[config.mk]
export PLATFORM = sky130hd
export DESIGN_NAME = led_breathe_blink_controller
export DESIGN_NICKNAME = d
export VERILOG_FILES = /design/src/hw/rtl/lbb_pkg.sv /design/src/hw/rtl/lbb_engine.sv /design/src/hw/rtl/led_breathe_blink_controller.sv
export SDC_FILE = /design/constraint.sdc
export NUM_CORES = 1
export LEC_CHECK = 0
export BUFFER_PORTS_ARGS = -buffer_cell sky130_fd_sc_hd__buf_4
export CAP_MARGIN = 5
export CORE_MARGIN = 1.5
export CORE_UTILIZATION = 40
export DETAILED_ROUTE_END_ITERATION = 12
export RECOVER_POWER = 25
export SETUP_SLACK_MARGIN = 0.1
export SYNTH_ARGS = -nofsm -noshare
export SYNTH_HDL_FRONTEND = slang
export SYNTH_SLANG_ARGS = --single-unit
[constraint.sdc]
create_clock -name clock -period 4.9 [get_ports clock]
set_input_delay 0.49 -clock clock [delete_from_list [all_inputs] [get_ports clock]]
set_output_delay 0.49 -clock clock [all_outputs]
set_load 0.005 [all_outputs]
[src/hw/rtl/lbb_pkg.sv]
`timescale 1ns / 1ps

package lbb_pkg;

   // command codes carried in func
   localparam logic [2:0] FUNC_TICK       = 3'd0;
   localparam logic [2:0] FUNC_PLAY       = 3'd1;
   localparam logic [2:0] FUNC_STOP_PLAY  = 3'd2;
   localparam logic [2:0] FUNC_BLINK      = 3'd3;
   localparam logic [2:0] FUNC_STOP_BLINK = 3'd4;

   // register indexes
   localparam logic [1:0] REG_BREATH_STEP = 2'd0;
   localparam logic [1:0] REG_BLINK_STEP  = 2'd1;
   localparam logic [1:0] REG_REST        = 2'd2;

   localparam int CURVE_LENGTH = 70;
   localparam int TABLE_DEPTH  = 70;

   localparam logic [7:0] LEVEL_TABLE [0:TABLE_DEPTH-1] = '{
      8'd0,   8'd0,   8'd1,   8'd1,   8'd2,   8'd2,   8'd3,   8'd4,   8'd5,   8'd7,
      8'd9,   8'd12,  8'd16,  8'd21,  8'd28,  8'd37,  8'd48,  8'd64,  8'd84,  8'd111,
      8'd147, 8'd193, 8'd255, 8'd255, 8'd255, 8'd255, 8'd255, 8'd255, 8'd255, 8'd255,
      8'd255, 8'd255, 8'd255, 8'd255, 8'd218, 8'd186, 8'd159, 8'd135, 8'd116, 8'd99,
      8'd84,  8'd72,  8'd61,  8'd52,  8'd45,  8'd38,  8'd33,  8'd28,  8'd24,  8'd20,
      8'd17,  8'd15,  8'd13,  8'd11,  8'd9,   8'd8,   8'd7,   8'd6,   8'd5,   8'd4,
      8'd4,   8'd3,   8'd3,   8'd2,   8'd2,   8'd2,   8'd1,   8'd1,   8'd1,   8'd0
   };

   typedef struct packed {
      logic [15:0] breath_step_ticks;
      logic [15:0] blink_step_ticks;
      logic [15:0] rest_ticks;
   } cfg_type;

   typedef struct packed {
      logic       is_blinking;
      logic       is_playing;
      logic       led_level;
      logic       pwm_running;
      logic       pwm_pin_driven;
      logic [7:0] pwm_duty;
   } res_type;

   // brightness curve, entries past the table read as zero
   function automatic logic [7:0] level_at(input logic [6:0] idx);
      logic [7:0] lvl;
      lvl = 8'd0;
      if (int'(idx) < TABLE_DEPTH) begin
         lvl = LEVEL_TABLE[idx];
      end
      return lvl;
   endfunction

endpackage

[src/hw/rtl/lbb_engine.sv]
`timescale 1ns / 1ps

module lbb_engine (
   input  logic             clock,
   input  logic             reset,
   input  logic             step_en,
   input  logic [2:0]       func,
   input  logic [7:0]       flash_count,
   input  lbb_pkg::cfg_type cfg,
   output lbb_pkg::res_type state_now
);
   import lbb_pkg::*;

   logic        playing_ff, playing_in;
   logic        blinking_ff, blinking_in;
   logic [7:0]  target_ff, target_in;
   logic [8:0]  phase_ff, phase_in;
   logic [6:0]  index_ff, index_in;
   logic [7:0]  duty_ff, duty_in;
   logic        conn_ff, conn_in;
   logic        timer_ff, timer_in;
   logic        level_ff, level_in;
   logic [16:0] breath_cd_ff, breath_cd_in;
   logic [15:0] blink_cd_ff, blink_cd_in;
   // a breath step was taken and its level sits in the rom read register
   logic        pend_duty_ff, pend_duty_in;
   logic        pend_lvl_ff, pend_lvl_in;
   logic [7:0]  rom_q_ff;
   logic        rom_rd;
   logic [6:0]  rom_addr;

   logic        eff_conn, eff_level;
   logic [7:0]  eff_duty;
   logic [6:0]  index_inc;

   // resolve a pending step against the registered rom word
   always_comb begin
      eff_duty  = pend_duty_ff ? rom_q_ff : duty_ff;
      eff_conn  = pend_duty_ff ? (rom_q_ff != 8'd0) : conn_ff;
      eff_level = (pend_lvl_ff && (rom_q_ff == 8'd0)) ? 1'b0 : level_ff;
   end

   assign index_inc = index_ff + 7'd1;

   always_comb begin
      playing_in   = playing_ff;
      blinking_in  = blinking_ff;
      target_in    = target_ff;
      phase_in     = phase_ff;
      index_in     = index_ff;
      duty_in      = duty_ff;
      conn_in      = conn_ff;
      timer_in     = timer_ff;
      level_in     = level_ff;
      breath_cd_in = breath_cd_ff;
      blink_cd_in  = blink_cd_ff;
      pend_duty_in = pend_duty_ff;
      pend_lvl_in  = pend_lvl_ff;
      rom_rd       = 1'b0;
      rom_addr     = index_inc;
      if (step_en) begin
         duty_in      = eff_duty;
         conn_in      = eff_conn;
         level_in     = eff_level;
         pend_duty_in = 1'b0;
         pend_lvl_in  = 1'b0;
         unique case (func)
            FUNC_TICK: begin
               if (playing_ff) begin
                  if (breath_cd_ff <= 17'd1) begin
                     rom_rd       = 1'b1;
                     pend_duty_in = 1'b1;
                     pend_lvl_in  = 1'b1;
                     if (index_inc == 7'(CURVE_LENGTH - 1)) begin
                        rom_addr     = 7'd0;
                        index_in     = 7'd0;
                        breath_cd_in = {1'b0, cfg.breath_step_ticks}
                                     + {1'b0, cfg.rest_ticks};
                     end else begin
                        index_in     = index_inc;
                        breath_cd_in = {1'b0, cfg.breath_step_ticks};
                     end
                  end else begin
                     breath_cd_in = breath_cd_ff - 17'd1;
                  end
               end
               if (blinking_ff) begin
                  if (blink_cd_ff <= 16'd1) begin
                     pend_lvl_in = 1'b0;
                     phase_in    = phase_ff + 9'd1;
                     if (phase_ff[0]) begin
                        level_in = 1'b0;
                        if (phase_ff[8:1] == target_ff) begin
                           // last flash: clear target and blinking, and set the phase to one
                           target_in   = 8'd0;
                           blinking_in = 1'b0;
                           phase_in    = 9'd1;
                        end
                     end else begin
                        level_in = 1'b1;
                     end
                     blink_cd_in = cfg.blink_step_ticks;
                  end else begin
                     blink_cd_in = blink_cd_ff - 16'd1;
                  end
               end
            end
            FUNC_PLAY: begin
               if (!playing_ff) begin
                  conn_in      = 1'b1;
                  timer_in     = 1'b1;
                  index_in     = 7'd0;
                  playing_in   = 1'b1;
                  breath_cd_in = {1'b0, cfg.breath_step_ticks};
               end
            end
            FUNC_STOP_PLAY: begin
               conn_in    = 1'b0;
               timer_in   = 1'b0;
               level_in   = 1'b0;
               index_in   = 7'd0;
               playing_in = 1'b0;
            end
            FUNC_BLINK: begin
               conn_in  = 1'b0;
               timer_in = 1'b0;
               level_in = 1'b0;
               if (!blinking_ff) begin
                  phase_in    = 9'd0;
                  target_in   = flash_count;
                  blinking_in = 1'b1;
                  blink_cd_in = cfg.blink_step_ticks;
               end
            end
            FUNC_STOP_BLINK: begin
               phase_in    = 9'd0;
               target_in   = 8'd0;
               blinking_in = 1'b0;
            end
            default: begin
            end
         endcase
      end
   end

   always_ff @(posedge clock) begin
      if (reset) begin
         playing_ff   <= 1'b0;
         blinking_ff  <= 1'b0;
         target_ff    <= 8'd0;
         phase_ff     <= 9'd0;
         index_ff     <= 7'd0;
         duty_ff      <= 8'd0;
         conn_ff      <= 1'b1;
         timer_ff     <= 1'b1;
         level_ff     <= 1'b0;
         breath_cd_ff <= 17'd0;
         blink_cd_ff  <= 16'd0;
         pend_duty_ff <= 1'b0;
         pend_lvl_ff  <= 1'b0;
      end else begin
         playing_ff   <= playing_in;
         blinking_ff  <= blinking_in;
         target_ff    <= target_in;
         phase_ff     <= phase_in;
         index_ff     <= index_in;
         duty_ff      <= duty_in;
         conn_ff      <= conn_in;
         timer_ff     <= timer_in;
         level_ff     <= level_in;
         breath_cd_ff <= breath_cd_in;
         blink_cd_ff  <= blink_cd_in;
         pend_duty_ff <= pend_duty_in;
         pend_lvl_ff  <= pend_lvl_in;
      end
   end

   // curve rom, registered read
   always_ff @(posedge clock) begin
      if (rom_rd) begin
         rom_q_ff <= level_at(rom_addr);
      end
   end

   always_comb begin
      state_now.pwm_duty       = eff_duty;
      state_now.pwm_pin_driven = eff_conn;
      state_now.pwm_running    = timer_ff;
      state_now.led_level      = eff_level;
      state_now.is_playing     = playing_ff;
      state_now.is_blinking    = blinking_ff;
   end

endmodule

[src/hw/rtl/led_breathe_blink_controller.sv]
`timescale 1ns / 1ps
// a taken request word updates the engine state registers; that state is then
//   loaded into the result register when that slot is free or draining
// throughput: one word per cycle unless rsp_tready stalls; the curve rom's
//   registered read resolves the cycle after a step, alongside the next update
// reset: synchronous, active high; all control state and the config return to
//   their defaults, no clearing pass; rom and rsp data are not reset

module led_breathe_blink_controller (
   input  logic        clock,
   input  logic        reset,
   // request channel
   input  logic        req_tvalid,
   output logic        req_tready,
   input  logic [15:0] req_tdata,   // [2:0] func, [10:3] flash_count, rest zero
   // result channel
   output logic        rsp_tvalid,
   input  logic        rsp_tready,
   output logic [15:0] rsp_tdata,   // [7:0] pwm_duty, [8] pwm_pin_driven,
                                    // [9] pwm_running, [10] led_level,
                                    // [11] is_playing, [12] is_blinking
   // register write port
   input  logic        csr_we,
   input  logic [1:0]  csr_addr,
   input  logic [15:0] csr_wdata
);
   import lbb_pkg::*;

   cfg_type     cfg_ff, cfg_in;
   logic        s1_valid_ff, s1_valid_in;   // a word's state waits to be sampled
   logic        rsp_valid_ff, rsp_valid_in;
   res_type     rsp_data_ff;
   res_type     state_now;
   logic        out_load;
   logic        req_acc;

   // config registers: user writes them only while idle; not enforced here
   always_comb begin
      cfg_in = cfg_ff;
      if (csr_we) begin
         unique case (csr_addr)
            REG_BREATH_STEP: cfg_in.breath_step_ticks = csr_wdata;
            REG_BLINK_STEP:  cfg_in.blink_step_ticks  = csr_wdata;
            REG_REST:        cfg_in.rest_ticks        = csr_wdata;
            default: begin
            end
         endcase
      end
   end

   // the state after a taken word is visible in the following cycle; it moves to the
   // output register when that slot is free or draining
   assign out_load   = s1_valid_ff && (!rsp_valid_ff || rsp_tready);
   assign req_tready = !s1_valid_ff || out_load;
   assign req_acc    = req_tvalid && req_tready;

   always_comb begin
      s1_valid_in = s1_valid_ff;
      if (req_acc) begin
         s1_valid_in = 1'b1;
      end else if (out_load) begin
         s1_valid_in = 1'b0;
      end
      rsp_valid_in = rsp_valid_ff;
      if (out_load) begin
         rsp_valid_in = 1'b1;
      end else if (rsp_tready) begin
         rsp_valid_in = 1'b0;
      end
   end

   always_ff @(posedge clock) begin
      if (reset) begin
         cfg_ff.breath_step_ticks <= 16'd32;
         cfg_ff.blink_step_ticks  <= 16'd50;
         cfg_ff.rest_ticks        <= 16'd3000;
         s1_valid_ff              <= 1'b0;
         rsp_valid_ff             <= 1'b0;
      end else begin
         cfg_ff       <= cfg_in;
         s1_valid_ff  <= s1_valid_in;
         rsp_valid_ff <= rsp_valid_in;
      end
   end

   always_ff @(posedge clock) begin
      if (out_load) begin
         rsp_data_ff <= state_now;
      end
   end

   lbb_engine u_engine (
      .clock       (clock),
      .reset       (reset),
      .step_en     (req_acc),
      .func        (req_tdata[2:0]),
      .flash_count (req_tdata[10:3]),
      .cfg         (cfg_ff),
      .state_now   (state_now)
   );

   assign rsp_tvalid = rsp_valid_ff;
   assign rsp_tdata  = {3'd0, rsp_data_ff};

endmodule

==> impl_results.html, run 1 <==
<table>
<tr><th>Metric</th><th>Value</th></tr>
<tr><th colspan="2">Detailed routing</th></tr>
<tr><td>Total wire length</td><td>21.8 mm</td></tr>
<tr><td>Number of remaining DRC errors</td><td>0</td></tr>
<tr><td>Vias after detailed routing</td><td>7590</td></tr>
<tr><td>Mean number of vias per cell</td><td>5.59</td></tr>
<tr><td>M1 WL</td><td>~11 mm</td></tr>
<tr><td>Average wire per standard cell</td><td>16.1 um</td></tr>
<tr><td>Pre-Repair DR Iteration Count</td><td>5</td></tr>
<tr><td>Total met3 wirelength after detailed routing</td><td>902 um</td></tr>
<tr><td>Initial DRC Count</td><td>between 500 and 600</td></tr>
<tr><td>Sum of met2 wire segment lengths after detailed routing</td><td>between 10 and 15 mm</td></tr>
<tr><td>Top Metal Used</td><td>met4</td></tr>
<tr><td>Number of antenna-violating nets in the routed design</td><td>0</td></tr>
<tr><th colspan="2">STA</th></tr>
<tr><td>Fin Clk Skew</td><td>~0.0054 ns</td></tr>
<tr><td>Transition at the pin with the smallest max-transition slack</td><td>about 2.5 ns</td></tr>
<tr><td>Max-slew violation count</td><td>54</td></tr>
<tr><td>Number of hold-slack violations in the final timing report</td><td>0</td></tr>
<tr><td>Setup repair after global routing missed its margin</td><td>false</td></tr>
<tr><td>Worst max-slew margin expressed relative to the limit</td><td>-67.0%</td></tr>
<tr><td>Fmax</td><td>270 MHz</td></tr>
<tr><td>Crit share post-route</td><td>between 70% and 80%</td></tr>
<tr><td>Post-Route Setup TNS</td><td>0 ns</td></tr>
<tr><td>Total setup violations reported at the end of the flow</td><td>0</td></tr>
<tr><td>Final critical path time including I/O delays and setup</td><td>between 3 and 4 ns</td></tr>
<tr><th colspan="2">Clock tree</th></tr>
<tr><td>Buffers inserted during post-CTS setup optimization</td><td>0</td></tr>
<tr><td>Clock-pin transition on the worst setup and hold timing paths</td><td>0.06 ns</td></tr>
<tr><td>Clock Tree Root</td><td>sky130_fd_sc_hd__clkbuf_16</td></tr>
<tr><td>Clock insertion delay at the later pin of the skew report</td><td>0.43 ns</td></tr>
<tr><td>Clock net sink count</td><td>143</td></tr>
<tr><td>Hold buffer count at CTS</td><td>0</td></tr>
<tr><td>Maximum level of the CTS H-tree</td><td>4</td></tr>
<tr><td>CTS tree</td><td>built</td></tr>
<tr><td>Max Root-Sink Buffers</td><td>2</td></tr>
<tr><td>Clock buffer count from CTS</td><td>17</td></tr>
<tr><td>Post-CTS sizing</td><td>0</td></tr>
<tr><th colspan="2">Layout</th></tr>
<tr><td>Final instance count without filler cells</td><td>between 1k and 1.5k</td></tr>
<tr><td>Final Net Count</td><td>1145</td></tr>
<tr><td>Ratio of cells with drive above 1 in the final layout</td><td>10.0%</td></tr>
<tr><td>Area growth from synthesis to layout</td><td>11.5%</td></tr>
<tr><td>Number of diodes added for antenna fixing</td><td>0</td></tr>
<tr><th colspan="2">Worst setup path</th></tr>
<tr><td>CP Launch Type</td><td>flip-flop</td></tr>
<tr><td>Setup crit start</td><td>u_engine.index_ff[0]$_SDFFE_PP0P_</td></tr>
<tr><td>List of cells traversed by the critical path</td><td>ha_1 &gt; xnor2_1 &gt; a22o_1 &gt; o2111a_1 &gt; buf_4 &gt; a21oi_1 &gt; inv_1 &gt; ha_1 &gt; a21oi_1 &gt; o21ai_0 &gt; a221oi_1 &gt; a221oi_1</td></tr>
<tr><td>Capture instance of the worst register-to-register path</td><td>u_engine.rom_q_ff[0]$_SDFFCE_PP0P_</td></tr>
<tr><td>Critical path data arrival time</td><td>3.86 ns</td></tr>
<tr><td>Critical Path Fanout Max</td><td>19</td></tr>
<tr><td>Reg2Reg Launch Point</td><td>u_engine.index_ff[0]$_SDFFE_PP0P_</td></tr>
<tr><td>Worst Path Class, Setup</td><td>flip-flop to flip-flop</td></tr>
<tr><td>Reg2Reg Setup Slack</td><td>1.19 ns</td></tr>
<tr><td>CP max stage cell</td><td>sky130_fd_sc_hd__dfxtp_1</td></tr>
<tr><td>Largest stage delay on the critical path</td><td>about 0.61 ns</td></tr>
<tr><td>Kind of end point of the critical path</td><td>flip-flop</td></tr>
<tr><td>Reg2Reg Depth</td><td>12</td></tr>
<tr><td>Data required time at the worst endpoint</td><td>5.05 ns</td></tr>
<tr><th colspan="2">GRT</th></tr>
<tr><td>Vias in the first global route</td><td>just over 7k</td></tr>
<tr><td>First-pass GRT wire length</td><td>36.2 mm</td></tr>
<tr><td>Largest net degree at the start of global routing</td><td>68</td></tr>
<tr><td>Overflow after GRT</td><td>0</td></tr>
<tr><td>Antenna violations before repair</td><td>0</td></tr>
<tr><td>Aggregate global-route resource usage</td><td>roughly 20%</td></tr>
<tr><th colspan="2">Floorplan</th></tr>
<tr><td>Height of the chip</td><td>~150 um</td></tr>
<tr><td>Top-level I/O count</td><td>57</td></tr>
<tr><td>Die ar.</td><td>~22000 um2</td></tr>
<tr><td>Overall die width</td><td>148 um</td></tr>
<tr><td>Core area</td><td>20400 um2</td></tr>
<tr><td>Site row count</td><td>52</td></tr>
<tr><td>Initial standard-cell utilization of the core</td><td>41.2%</td></tr>
<tr><th colspan="2">Synthesis</th></tr>
<tr><td>Top cell types by occurrence after synthesis</td><td>sky130_fd_sc_hd__nand2_1, sky130_fd_sc_hd__dfxtp_1, sky130_fd_sc_hd__a21oi_1</td></tr>
<tr><td>Cell type contributing the most total cell area after synthesis</td><td>sky130_fd_sc_hd__dfxtp_1</td></tr>
<tr><td>Synth async-reset ratio</td><td>0%</td></tr>
<tr><td>Netlist area before placement</td><td>8420 um2</td></tr>
<tr><td>Dominant cell by count in the synthesized netlist</td><td>sky130_fd_sc_hd__nand2_1</td></tr>
<tr><td>Most common flop cell mapped by yosys</td><td>sky130_fd_sc_hd__dfxtp_1</td></tr>
<tr><td>Synth cell types</td><td>79</td></tr>
<tr><td>Syn_area_per_cell</td><td>7.94 um2</td></tr>
<tr><td>Number of flops mapped to enable cells by yosys</td><td>21</td></tr>
<tr><td>Top cell type's share of synthesized area</td><td>29.0%</td></tr>
<tr><td>Most area-consuming cells after synthesis</td><td>sky130_fd_sc_hd__dfxtp_1, sky130_fd_sc_hd__nand2_1, sky130_fd_sc_hd__edfxtp_1</td></tr>
<tr><td>Warnings from Yosys</td><td>0</td></tr>
<tr><td>Post-Syn Instances</td><td>around 1.1k</td></tr>
<tr><td>Flip-flop and latch count after synthesis</td><td>143</td></tr>
<tr><td>Post-synthesis sequential area ratio</td><td>a little over a third</td></tr>
<tr><th colspan="2">Min path</th></tr>
<tr><td>Hold path depth</td><td>3</td></tr>
<tr><td>Hold WC Path Type</td><td>input port to flip-flop</td></tr>
<tr><td>Startpoint of the worst hold path</td><td>csr_wdata[1]</td></tr>
<tr><td>Hold EP</td><td>cfg_ff[17]$_SDFFE_PP1P_</td></tr>
<tr><th colspan="2">Placed design</th></tr>
<tr><td>Number of buffer cells added on primary ports</td><td>between 40 and 50</td></tr>
<tr><td>RD Place Congestion</td><td>~0.85</td></tr>
<tr><td>Placed cells</td><td>1325</td></tr>
<tr><td>DP HPWL</td><td>approximately 16 mm</td></tr>
<tr><th colspan="2">Job</th></tr>
<tr><td>Total of max-cap violations</td><td>1</td></tr>
<tr><th colspan="2">Pwr</th></tr>
<tr><td>Static leakage power</td><td>0.00350 uW</td></tr>
<tr><td>Worst IR Drop VDD</td><td>0.000215 V</td></tr>
<tr><td>Power density relative to cell area</td><td>309 nW/um2</td></tr>
<tr><th colspan="2">Run status</th></tr>
<tr><td>Result of the run</td><td>complete, but fails checks</td></tr>
<tr><td>Violated checks</td><td>max-capacitance violations, max-slew violations</td></tr>
</table>
how the worst max path moves through the flow:
stage                     slack [ns]                                 end  cells past startpoint
final                           1.19  u_engine.rom_q_ff[0]$_SDFFCE_PP0P_                     12
after floorplan                 1.78  u_engine.rom_q_ff[1]$_SDFFCE_PP0P_                     13
after detailed placement        1.23  u_engine.rom_q_ff[0]$_SDFFCE_PP0P_                     15
after CTS                       1.25  u_engine.rom_q_ff[0]$_SDFFCE_PP0P_                     12
after global placement          1.24  u_engine.rom_q_ff[0]$_SDFFCE_PP0P_                     15
after global routing            0.82  u_engine.rom_q_ff[0]$_SDFFCE_PP0P_                     12
layout by cell type (no fill, tap or decap), drive strengths merged, types with 13 or more instances in the layout:
master  synthesis  layout
nand3b         15      15
dfxtp         122     122
or3            13      13
xnor2          29      29
a211oi         26      26
nand3          26      26
ha             31      31
o21ai          48      48
inv            23      25
a21oi         123     123
xor2           19      19
clkbuf         51      36
nor3           26      26
edfxtp         21      21
buf            17      44
nand2         185     185
nor2          101     101
per-stage QoR:
| step | util, % | setup WS, ns | hold slack, ns | power, uW | cell area, um2 |
|---|---|---|---|---|---|
| after floorplan | - | 1.78 | 0.406 | 1650 | 8430 |
| after global placement | 43.5 | 1.24 | 0.434 | 1780 | 8890 |
| after detailed placement | 43.5 | 1.23 | 0.433 | 1780 | 8890 |
| after CTS | 46.0 | 1.25 | 0.297 | 2930 | 9400 |
| after global routing | 46.0 | 0.824 | 0.302 | 3040 | 9390 |
| final | 46.0 | 1.19 | 0.308 | 2900 | 9390 |
flip-flops by register name (all words and copies together), names as in the netlist:
name	cells
cfg_ff	48
u_engine.breath_cd_ff	17
u_engine.blink_cd_ff	16
rsp_tdata	13
u_engine.phase_ff	9
u_engine.duty_ff	8
u_engine.rom_q_ff	8
u_engine.target_ff	8
u_engine.index_ff	7
rsp_tvalid	1
s1_valid_ff	1
u_engine.blinking_ff	1
u_engine.conn_ff	1
u_engine.level_ff	1
u_engine.pend_duty_ff	1
u_engine.pend_lvl_ff	1
u_engine.playing_ff	1
u_engine.timer_ff	1
where the power goes:
group / switching (uW) / internal, uW / total (uW)
logic: 318 / 189 / 507
registers: 31.3 / 1220 / 1260
clock network: 504 / 638 / 1140
per-layer routing:
metal | up-vias | track usage, %
li1 | 3813 | -
met1 | 3589 | 28.3
met2 | 164 | 32.5
met3 | 24 | 3.83
met4 | 0 | 5.25
met5 | - | 0
critical path: cells and delay by family (launching register included):
kind	cells	cell delay, ns
AO/OA/AOI/OAI	7	1.63
XOR/XNOR	1	0.10
adder cells (fa/ha/maj)	2	0.68
buffers and inverters	2	0.41
flip-flops	1	0.61
area by class of cell:
| type | count | area, um2 |
|---|---|---|
| flip-flops and latches | 143 | 3070 |
| multi-input cells | 829 | 4950 |
| well taps | 270 | 338 |
| repair buffers | 60 | 440 |
| fillers | 2119 | 11000 |
| clock buffers | 20 | 437 |
| clock inverters | 12 | 70.1 |
| inverters | 23 | 86.3 |
cell families (layout without fill, tap and decap cells):
kind of cell    Yosys count  count (layout)  share of synthesized area (%)
xor+xnor                 48              48                           4.99
mux                      19              19                           2.38
flops                   143             143                           36.5
simple gates            427             427                           23.6
other cells               1               3                         0.0445
fa+ha+maj                32              32                           4.84
compound gates          300             300                           22.6
buf+inv                  91             115                           4.99
No activity file was read; power rests on OpenSTA's default activity.
==> run 2, diff against run 1 <==
ABC_AREA = 1   (was unset)
clock period = 3.5 ns   (was 4.9 ns; I/O delays follow)
==> impl_results.html, run 2 <==
<table>
<tr><th>Metric</th><th>Value</th></tr>
<tr><th colspan="2">Layout</th></tr>
<tr><td>Register bank with the most flops</td><td>cfg_ff</td></tr>
<tr><td>Final standard cell area without fillers</td><td>roughly 9500 um2</td></tr>
<tr><td>Number of flip-flops in the largest register</td><td>48</td></tr>
<tr><td>Highest-count cells in the layout ignoring fill and taps</td><td>sky130_fd_sc_hd__nand2_1, sky130_fd_sc_hd__nor2_1, sky130_fd_sc_hd__a21oi_1, sky130_fd_sc_hd__dfxtp_1, sky130_fd_sc_hd__o21ai_0</td></tr>
<tr><td>Final Net Count</td><td>1321</td></tr>
<tr><td>Area growth from synthesis to layout</td><td>13.9%</td></tr>
<tr><td>Most common cell after layout, fill and taps aside</td><td>sky130_fd_sc_hd__nand2_1</td></tr>
<tr><td>Final core occ</td><td>a little under half</td></tr>
<tr><td>Number of diodes added for antenna fixing</td><td>0</td></tr>
<tr><td>Leading registers by flop count</td><td>cfg_ff: 48 flops, u_engine.breath_cd_ff: 17 flops, u_engine.blink_cd_ff: 16 flops</td></tr>
<tr><td>Ratio of cells with drive above 1 in the final layout</td><td>a little under a tenth</td></tr>
<tr><th colspan="2">STA</th></tr>
<tr><td>Total setup violations reported at the end of the flow</td><td>0</td></tr>
<tr><td>Number of hold-slack violations in the final timing report</td><td>0</td></tr>
<tr><td>Fin Clk Skew</td><td>0.00881 ns</td></tr>
<tr><td>Fmax</td><td>341 MHz</td></tr>
<tr><td>Setup repair after global routing missed its margin</td><td>false</td></tr>
<tr><td>Max-slew violation count</td><td>0</td></tr>
<tr><td>Post-Route Setup TNS</td><td>0 ns</td></tr>
<tr><td>Final critical path time including I/O delays and setup</td><td>roughly 3 ns</td></tr>
<tr><td>Transition at the pin with the smallest max-transition slack</td><td>1.31 ns</td></tr>
<tr><td>Crit share post-route</td><td>a little over four fifths</td></tr>
<tr><td>Worst max-slew margin expressed relative to the limit</td><td>12.7%</td></tr>
<tr><th colspan="2">Worst setup path</th></tr>
<tr><td>Worst Path Class, Setup</td><td>flip-flop to flip-flop</td></tr>
<tr><td>Buf+Inv Stages, Crit Path</td><td>3</td></tr>
<tr><td>Data required time at the worst endpoint</td><td>3.68 ns</td></tr>
<tr><td>CP Launch Type</td><td>flip-flop</td></tr>
<tr><td>Kind of end point of the critical path</td><td>flip-flop</td></tr>
<tr><td>List of cells traversed by the critical path</td><td>ha_1 &gt; nand2_1 &gt; o21ai_1 &gt; nand2_1 &gt; inv_2 &gt; nand2_4 &gt; nor2_8 &gt; nand2_4 &gt; nand2_1 &gt; inv_1 &gt; ha_1 &gt; inv_1 &gt; nand3_1 &gt; nand2_1 &gt; nand2_1 &gt; nand3_1 &gt; nand2_1 &gt; nand2_1 &gt; nor2_1 &gt; nor2_1</td></tr>
<tr><td>Cell mode on critical path</td><td>sky130_fd_sc_hd__nand2_1</td></tr>
<tr><td>Critical Path Fanout Max</td><td>10</td></tr>
<tr><td>CP max stage cell</td><td>sky130_fd_sc_hd__dfxtp_1</td></tr>
<tr><td>Largest stage delay on the critical path</td><td>0.40 ns</td></tr>
<tr><td>Crit-path leading delay family</td><td>simple AND/OR/NAND/NOR gates</td></tr>
<tr><td>Critical path data arrival time</td><td>around 3.1 ns</td></tr>
<tr><th colspan="2">Placed design</th></tr>
<tr><td>Placed inst area</td><td>~9000 um2</td></tr>
<tr><td>RD Place Congestion</td><td>0.899</td></tr>
<tr><td>Number of buffer cells added on primary ports</td><td>48</td></tr>
<tr><td>DP HPWL</td><td>~16 mm</td></tr>
<tr><th colspan="2">GRT</th></tr>
<tr><td>Vias in the first global route</td><td>7339</td></tr>
<tr><td>First-pass GRT wire length</td><td>36.3 mm</td></tr>
<tr><td>Overflow after GRT</td><td>0</td></tr>
<tr><td>Largest net degree at the start of global routing</td><td>73</td></tr>
<tr><td>Aggregate global-route resource usage</td><td>20.5%</td></tr>
<tr><td>Antenna violations before repair</td><td>0</td></tr>
<tr><th colspan="2">Detailed routing</th></tr>
<tr><td>Vias after detailed routing</td><td>~8k</td></tr>
<tr><td>Mean number of vias per cell</td><td>5.19</td></tr>
<tr><td>Total wire length</td><td>between 20 and 25 mm</td></tr>
<tr><td>Total met3 wirelength after detailed routing</td><td>791 um</td></tr>
<tr><td>Initial DRC Count</td><td>516</td></tr>
<tr><td>Pre-Repair DR Iteration Count</td><td>5</td></tr>
<tr><td>Sum of met2 wire segment lengths after detailed routing</td><td>9.97 mm</td></tr>
<tr><td>Number of remaining DRC errors</td><td>0</td></tr>
<tr><td>Top Metal Used</td><td>met4</td></tr>
<tr><td>M1 WL</td><td>approximately 11 mm</td></tr>
<tr><td>Number of antenna-violating nets in the routed design</td><td>0</td></tr>
<tr><td>Average wire per standard cell</td><td>about 14 um</td></tr>
<tr><th colspan="2">Pwr</th></tr>
<tr><td>Power density relative to cell area</td><td>482 nW/um2</td></tr>
<tr><td>Static leakage power</td><td>around 0.0041 uW</td></tr>
<tr><td>PnR Total Power</td><td>4600 uW</td></tr>
<tr><td>Worst IR Drop VDD</td><td>between 0.0003 and 0.0004 V</td></tr>
<tr><th colspan="2">Synthesis</th></tr>
<tr><td>Number of flops mapped to enable cells by yosys</td><td>21</td></tr>
<tr><td>Most common flop cell mapped by yosys</td><td>sky130_fd_sc_hd__dfxtp_1</td></tr>
<tr><td>Cell type contributing the most total cell area after synthesis</td><td>sky130_fd_sc_hd__dfxtp_1</td></tr>
<tr><td>Warnings from Yosys</td><td>0</td></tr>
<tr><td>Syn_area_per_cell</td><td>around 6.9 um2</td></tr>
<tr><td>Most area-consuming cells after synthesis</td><td>sky130_fd_sc_hd__dfxtp_1, sky130_fd_sc_hd__nand2_1, sky130_fd_sc_hd__a21oi_1</td></tr>
<tr><td>Post-Syn Instances</td><td>1213</td></tr>
<tr><td>Dominant cell by count in the synthesized netlist</td><td>sky130_fd_sc_hd__nand2_1</td></tr>
<tr><td>Top cell type's share of synthesized area</td><td>roughly 30%</td></tr>
<tr><td>Post-synthesis sequential area ratio</td><td>36.7%</td></tr>
<tr><td>Flip-flop and latch count after synthesis</td><td>143</td></tr>
<tr><td>Synth async-reset ratio</td><td>0%</td></tr>
<tr><td>Netlist area before placement</td><td>8380 um2</td></tr>
<tr><td>Top cell types by occurrence after synthesis</td><td>sky130_fd_sc_hd__nand2_1, sky130_fd_sc_hd__nor2_1, sky130_fd_sc_hd__a21oi_1</td></tr>
<tr><td>Synth cell types</td><td>48</td></tr>
<tr><th colspan="2">Floorplan</th></tr>
<tr><td>Die ar.</td><td>between 20000 and 25000 um2</td></tr>
<tr><td>Initial standard-cell utilization of the core</td><td>41.1%</td></tr>
<tr><td>Site row count</td><td>52</td></tr>
<tr><td>Overall die width</td><td>148 um</td></tr>
<tr><td>Top-level I/O count</td><td>57</td></tr>
<tr><td>Core area</td><td>around 20000 um2</td></tr>
<tr><td>Height of the chip</td><td>148 um</td></tr>
<tr><th colspan="2">Run status</th></tr>
<tr><td>Result of the run</td><td>finished, final reports clean</td></tr>
<tr><th colspan="2">Clock tree</th></tr>
<tr><td>Clock net sink count</td><td>143</td></tr>
<tr><td>Clock insertion delay at the later pin of the skew report</td><td>0.42 ns</td></tr>
<tr><td>Post-CTS sizing</td><td>0</td></tr>
<tr><td>Buffers inserted during post-CTS setup optimization</td><td>0</td></tr>
<tr><td>Clock buffer count from CTS</td><td>17</td></tr>
<tr><td>Max Root-Sink Buffers</td><td>2</td></tr>
<tr><td>Clock-pin transition on the worst setup and hold timing paths</td><td>0.06 ns</td></tr>
<tr><td>CTS tree</td><td>built</td></tr>
<tr><td>Hold buffer count at CTS</td><td>0</td></tr>
<tr><td>Maximum level of the CTS H-tree</td><td>4</td></tr>
<tr><td>Clock Tree Root</td><td>sky130_fd_sc_hd__clkbuf_16</td></tr>
<tr><th colspan="2">Min path</th></tr>
<tr><td>Hold WC Path Type</td><td>input port to flip-flop</td></tr>
<tr><th colspan="2">Job</th></tr>
<tr><td>Total of max-cap violations</td><td>0</td></tr>
</table>
==> run 2: cell types whose count changed in the layout (fill, tap and decap cells not counted), sizes merged, moves of 11 or more <==
cell | previous run | this run
nor3 | 26 | 15
o211ai | 7 | 24
inv | 25 | 120
a21oi | 123 | 137
nor2 | 101 | 146
mux2i | 11 | 0
xnor2 | 29 | 17
nand3b | 15 | 2
or3 | 13 | 1
o21ai | 48 | 128
nand2 | 185 | 250
nand3 | 26 | 71
a211oi | 26 | 6
==> run 2: worst paths after layout <==
path                                     startpoint                            endpoint  slack (ns)  cells after the start
hold reg to reg    u_engine.duty_ff[7]$_SDFFE_PP0P_    u_engine.duty_ff[7]$_SDFFE_PP0P_        0.45                      2
setup reg to reg  u_engine.index_ff[0]$_SDFFE_PP0P_  u_engine.rom_q_ff[0]$_SDFFCE_PP0P_        0.56                     20
setup / recovery  u_engine.index_ff[0]$_SDFFE_PP0P_  u_engine.rom_q_ff[0]$_SDFFCE_PP0P_        0.56                     20
hold / removal                         csr_wdata[9]              cfg_ff[9]$_SDFFE_PP1P_        0.16                      3
==> run 2: stage by stage <==
stage / hold slack (ns) / setup WS (ns) / instances
2_1_floorplan: 0.409 / 0.854 / 1215
3_3_place_gp: 0.435 / 0.624 / 1501
3_5_place_dp: 0.445 / 0.608 / 1501
4_1_cts: 0.158 / 0.604 / 1533
5_1_grt: 0.161 / 0.263 / 1533
6_report: 0.163 / 0.564 / 1533
==> run 2: where the power goes <==
part | total, uW | internal [uW] | switching (uW)
sequential | 1810 | 1750 | 63.5
clock | 1770 | 1050 | 726
combinational | 1020 | 364 | 651
total | 4600 | 3160 | 1440
==> run 2: kinds of logic after synthesis <==
group	Yosys count	share of synthesized area [%]
buffers and inverters	173	8.24
and+or+nand+nor	513	26.1
AOI/OAI and AO/OA	320	20.8
adders and majority gates	32	4.87
DFF	143	36.7
xor gates and xnor gates	31	3.24
other	1	0.0448
==> run 2: worst reg2reg max path: stages (launching register included) <==
cell                      delay, ns
sky130_fd_sc_hd__dfxtp_1       0.40
sky130_fd_sc_hd__ha_1          0.19
sky130_fd_sc_hd__nand2_1       0.12
sky130_fd_sc_hd__o21ai_1       0.14
sky130_fd_sc_hd__nand2_1       0.09
sky130_fd_sc_hd__inv_2         0.14
sky130_fd_sc_hd__nand2_4       0.09
sky130_fd_sc_hd__nor2_8        0.25
sky130_fd_sc_hd__nand2_4       0.11
sky130_fd_sc_hd__nand2_1       0.09
sky130_fd_sc_hd__inv_1         0.09
sky130_fd_sc_hd__ha_1          0.30
sky130_fd_sc_hd__inv_1         0.07
sky130_fd_sc_hd__nand3_1       0.10
sky130_fd_sc_hd__nand2_1       0.06
sky130_fd_sc_hd__nand2_1       0.06
sky130_fd_sc_hd__nand3_1       0.07
sky130_fd_sc_hd__nand2_1       0.06
sky130_fd_sc_hd__nand2_1       0.06
sky130_fd_sc_hd__nor2_1        0.14
sky130_fd_sc_hd__nor2_1        0.06
==> run 2: area by class of cell <==
| cell class | instances | area, um2 |
|---|---|---|
| Timing Repair Buffer | 68 | 490 |
| Fill cell | 2140 | 10800 |
| Inverter | 121 | 454 |
| Sequential cell | 143 | 3070 |
| Multi-Input combinational cell | 899 | 4620 |
| Tap cell | 270 | 338 |
| Clock buffer | 18 | 429 |
| Clock inverter | 14 | 141 |
==> run 2: routing by layer <==
metal | vias up | GRT usage [%]
met5 | - | 0
met3 | 21 | 3.55
li1 | 4127 | -
met2 | 147 | 33.3
met1 | 3668 | 28.2
met4 | 0 | 5.50
==> run 3, diff against run 2 <==
clock period = 2.9 ns   (was 3.5 ns; I/O delays follow)
==> impl_results.html, run 3 (synthesis gave the netlist of run 2 again) <==
<table>
<tr><th>Metric</th><th>Value</th></tr>
<tr><th colspan="2">Run status</th></tr>
<tr><td>Result of the run</td><td>finished, final reports clean</td></tr>
<tr><th colspan="2">STA</th></tr>
<tr><td>Crit share post-route</td><td>89.5%</td></tr>
<tr><td>Setup repair after global routing missed its margin</td><td>false</td></tr>
<tr><td>Fin Clk Skew</td><td>0.0115 ns</td></tr>
<tr><td>Fmax</td><td>385 MHz</td></tr>
<tr><td>Total setup violations reported at the end of the flow</td><td>0</td></tr>
<tr><td>Max-slew violation count</td><td>0</td></tr>
<tr><td>Transition at the pin with the smallest max-transition slack</td><td>~1.3 ns</td></tr>
<tr><td>Fin Hold WS</td><td>roughly 0.11 ns</td></tr>
<tr><td>Number of hold-slack violations in the final timing report</td><td>0</td></tr>
<tr><td>Final critical path time including I/O delays and setup</td><td>2.60 ns</td></tr>
<tr><td>Worst max-slew margin expressed relative to the limit</td><td>around 16%</td></tr>
<tr><td>Post-Route Setup TNS</td><td>0 ns</td></tr>
<tr><th colspan="2">Layout</th></tr>
<tr><td>Leading registers by flop count</td><td>cfg_ff: 48 flops, u_engine.breath_cd_ff: 17 flops, u_engine.blink_cd_ff: 16 flops</td></tr>
<tr><td>Number of flip-flops in the largest register</td><td>48</td></tr>
<tr><td>Area growth from synthesis to layout</td><td>15.6%</td></tr>
<tr><td>Number of diodes added for antenna fixing</td><td>0</td></tr>
<tr><td>Ratio of cells with drive above 1 in the final layout</td><td>10.9%</td></tr>
<tr><td>Most common cell after layout, fill and taps aside</td><td>sky130_fd_sc_hd__nand2_1</td></tr>
<tr><td>Register bank with the most flops</td><td>cfg_ff</td></tr>
<tr><td>Filler cell count in the final layout</td><td>between 2k and 2.5k</td></tr>
<tr><td>Final Net Count</td><td>about 1.3k</td></tr>
<tr><td>Highest-count cells in the layout ignoring fill and taps</td><td>sky130_fd_sc_hd__nand2_1, sky130_fd_sc_hd__nor2_1, sky130_fd_sc_hd__a21oi_1, sky130_fd_sc_hd__o21ai_0, sky130_fd_sc_hd__dfxtp_1</td></tr>
<tr><td>Final core occ</td><td>47.5%</td></tr>
<tr><th colspan="2">Placed design</th></tr>
<tr><td>Number of buffer cells added on primary ports</td><td>48</td></tr>
<tr><td>RD Place Congestion</td><td>0.920</td></tr>
<tr><td>DP HPWL</td><td>15.9 mm</td></tr>
<tr><th colspan="2">Min path</th></tr>
<tr><td>Hold WC Path Type</td><td>input port to flip-flop</td></tr>
<tr><td>Hold path depth</td><td>3</td></tr>
<tr><td>Hold EP</td><td>cfg_ff[3]$_SDFFE_PP1P_</td></tr>
<tr><td>Startpoint of the worst hold path</td><td>csr_wdata[3]</td></tr>
<tr><th colspan="2">GRT</th></tr>
<tr><td>Aggregate global-route resource usage</td><td>a little over 20%</td></tr>
<tr><td>Overflow after GRT</td><td>0</td></tr>
<tr><td>Vias in the first global route</td><td>roughly 7.5k</td></tr>
<tr><td>First-pass GRT wire length</td><td>36.6 mm</td></tr>
<tr><td>Antenna violations before repair</td><td>0</td></tr>
<tr><td>Largest net degree at the start of global routing</td><td>a little over 70</td></tr>
<tr><th colspan="2">Worst setup path</th></tr>
<tr><td>Reg2Reg Depth</td><td>21</td></tr>
<tr><td>Capture instance of the worst register-to-register path</td><td>u_engine.rom_q_ff[0]$_SDFFCE_PP0P_</td></tr>
<tr><td>Largest stage delay on the critical path</td><td>about 0.36 ns</td></tr>
<tr><td>Critical Path Fanout Max</td><td>5</td></tr>
<tr><td>Path length in cells of the critical path</td><td>21</td></tr>
<tr><td>Buf+Inv Stages, Crit Path</td><td>3</td></tr>
<tr><td>CP max stage cell</td><td>sky130_fd_sc_hd__dfxtp_4</td></tr>
<tr><td>Worst Path Class, Setup</td><td>flip-flop to flip-flop</td></tr>
<tr><td>CP Launch Type</td><td>flip-flop</td></tr>
<tr><td>Reg2Reg Launch Point</td><td>u_engine.index_ff[0]$_SDFFE_PP0P_</td></tr>
<tr><td>Cell mode on critical path</td><td>sky130_fd_sc_hd__nand2_1</td></tr>
<tr><td>Crit-path leading delay family</td><td>simple AND/OR/NAND/NOR gates</td></tr>
<tr><td>List of cells traversed by the critical path</td><td>ha_2 &gt; nand2_2 &gt; inv_2 &gt; nor2_4 &gt; nand2_1 &gt; nor2_1 &gt; nand2_2 &gt; nor2_8 &gt; nand2_4 &gt; nand2_1 &gt; inv_1 &gt; ha_1 &gt; inv_1 &gt; nand3_1 &gt; nand2_1 &gt; nand2_1 &gt; nand3_1 &gt; nand2_1 &gt; nand2_1 &gt; nor2_1 &gt; nor2_1</td></tr>
<tr><td>Data required time at the worst endpoint</td><td>3.08 ns</td></tr>
<tr><td>Kind of end point of the critical path</td><td>flip-flop</td></tr>
<tr><td>Reg2Reg Setup Slack</td><td>0.30 ns</td></tr>
<tr><td>Critical path data arrival time</td><td>2.78 ns</td></tr>
<tr><th colspan="2">Clock tree</th></tr>
<tr><td>Maximum level of the CTS H-tree</td><td>4</td></tr>
<tr><td>Clock insertion delay at the later pin of the skew report</td><td>0.43 ns</td></tr>
<tr><td>Max Root-Sink Buffers</td><td>2</td></tr>
<tr><td>Clock Tree Root</td><td>sky130_fd_sc_hd__clkbuf_16</td></tr>
<tr><td>Clock net sink count</td><td>~140</td></tr>
<tr><td>Clock-pin transition on the worst setup and hold timing paths</td><td>roughly 0.07 ns</td></tr>
<tr><td>CTS tree</td><td>built</td></tr>
<tr><td>Clock buffer count from CTS</td><td>17</td></tr>
<tr><td>Hold buffer count at CTS</td><td>0</td></tr>
<tr><th colspan="2">Floorplan</th></tr>
<tr><td>Overall die width</td><td>between 100 and 150 um</td></tr>
<tr><td>Top-level I/O count</td><td>57</td></tr>
<tr><td>Core area</td><td>20400 um2</td></tr>
<tr><td>Initial standard-cell utilization of the core</td><td>41.1%</td></tr>
<tr><td>Die ar.</td><td>21800 um2</td></tr>
<tr><td>Height of the chip</td><td>roughly 150 um</td></tr>
<tr><td>Site row count</td><td>52</td></tr>
<tr><th colspan="2">Detailed routing</th></tr>
<tr><td>Number of antenna-violating nets in the routed design</td><td>0</td></tr>
<tr><td>Total wire length</td><td>22.0 mm</td></tr>
<tr><td>Average wire per standard cell</td><td>14.2 um</td></tr>
<tr><td>Number of remaining DRC errors</td><td>0</td></tr>
<tr><td>Mean number of vias per cell</td><td>5.19</td></tr>
<tr><td>Pre-Repair DR Iteration Count</td><td>5</td></tr>
<tr><td>Vias after detailed routing</td><td>7999</td></tr>
<tr><td>Initial DRC Count</td><td>647</td></tr>
<tr><th colspan="2">Pwr</th></tr>
<tr><td>Switching part of the total power</td><td>a little under a third</td></tr>
<tr><td>Static leakage power</td><td>0.00417 uW</td></tr>
<tr><td>Power share of the clock group</td><td>40.5%</td></tr>
<tr><td>Design internal power</td><td>3950 uW</td></tr>
<tr><td>Power share of the sequential group</td><td>approximately 38%</td></tr>
<tr><td>Worst IR Drop VDD</td><td>0.000368 V</td></tr>
<tr><td>Power density relative to cell area</td><td>596 nW/um2</td></tr>
<tr><td>Total net switching power</td><td>1820 uW</td></tr>
<tr><td>Part of the total power dissipated in combinational logic</td><td>21.6%</td></tr>
<tr><th colspan="2">Job</th></tr>
<tr><td>Total of max-cap violations</td><td>0</td></tr>
</table>
run 3: per-layer routing:
| layer | wire length, um | up-vias | track usage, % |
|---|---|---|---|
| li1 | - | 4148 | - |
| met1 | 10500 | 3629 | 27.3 |
| met2 | 10300 | 202 | 34.4 |
| met3 | 922 | 20 | 3.73 |
| met4 | 273 | 0 | 5.20 |
| met5 | 0 | - | 0 |
run 3: worst max path at each step:
stage | endpoint | startpoint | slack, ns
floorplan | u_engine.rom_q_ff[0]$_SDFFCE_PP0P_ | u_engine.index_ff[0]$_SDFFE_PP0P_ | 0.25
global placement | u_engine.rom_q_ff[0]$_SDFFCE_PP0P_ | u_engine.index_ff[0]$_SDFFE_PP0P_ | 0.26
detailed placement | u_engine.rom_q_ff[0]$_SDFFCE_PP0P_ | u_engine.index_ff[0]$_SDFFE_PP0P_ | 0.21
CTS | u_engine.rom_q_ff[0]$_SDFFCE_PP0P_ | u_engine.index_ff[0]$_SDFFE_PP0P_ | 0.20
global route | u_engine.rom_q_ff[0]$_SDFFCE_PP0P_ | u_engine.index_ff[0]$_SDFFE_PP0P_ | 0.08
finish | u_engine.rom_q_ff[0]$_SDFFCE_PP0P_ | u_engine.index_ff[0]$_SDFFE_PP0P_ | 0.30
run 3: area by class of cell:
cell class                 count  area (um2)  share of cell area, %
clock buffer                  17         425                   4.39
clock inverter                15         195                   2.02
inverter                     121         454                   4.69
multi-input combinational    899        4650                   48.0
sequential                   143        3080                   31.8
tap                          270         338                   3.49
timing repair buffer          76         539                   5.57
run 3: stage by stage:
step	total power [uW]	instances	area, um2	setup slack, ns
after floorplan	3130	1215	8390	0.254
after global placement	3450	1509	9060	0.258
after detailed placement	3460	1509	9060	0.214
after CTS	5810	1541	9680	0.195
after global routing	6070	1541	9680	0.0844
final	5770	1541	9680	0.304
run 3: timing repair:
item,CTS,global route
setup endpoints to repair,0,5
gates resized for setup,0,15
setup buffers,0,0
run 3: tightest hold or removal path, delay by kind of cell:
kind,cells,cell delay [ns]
simple gates,2,0.12
buf+inv,1,0.10
run 3: power groups by stage:
stage / logic, uW / clock network [uW] / registers [uW]
2_1_floorplan: 920 / 0 / 2210
3_3_place_gp: 1220 / 0 / 2230
3_5_place_dp: 1230 / 0 / 2230
4_1_cts: 1240 / 2380 / 2190
5_1_grt: 1410 / 2460 / 2200
6_report: 1240 / 2340 / 2190
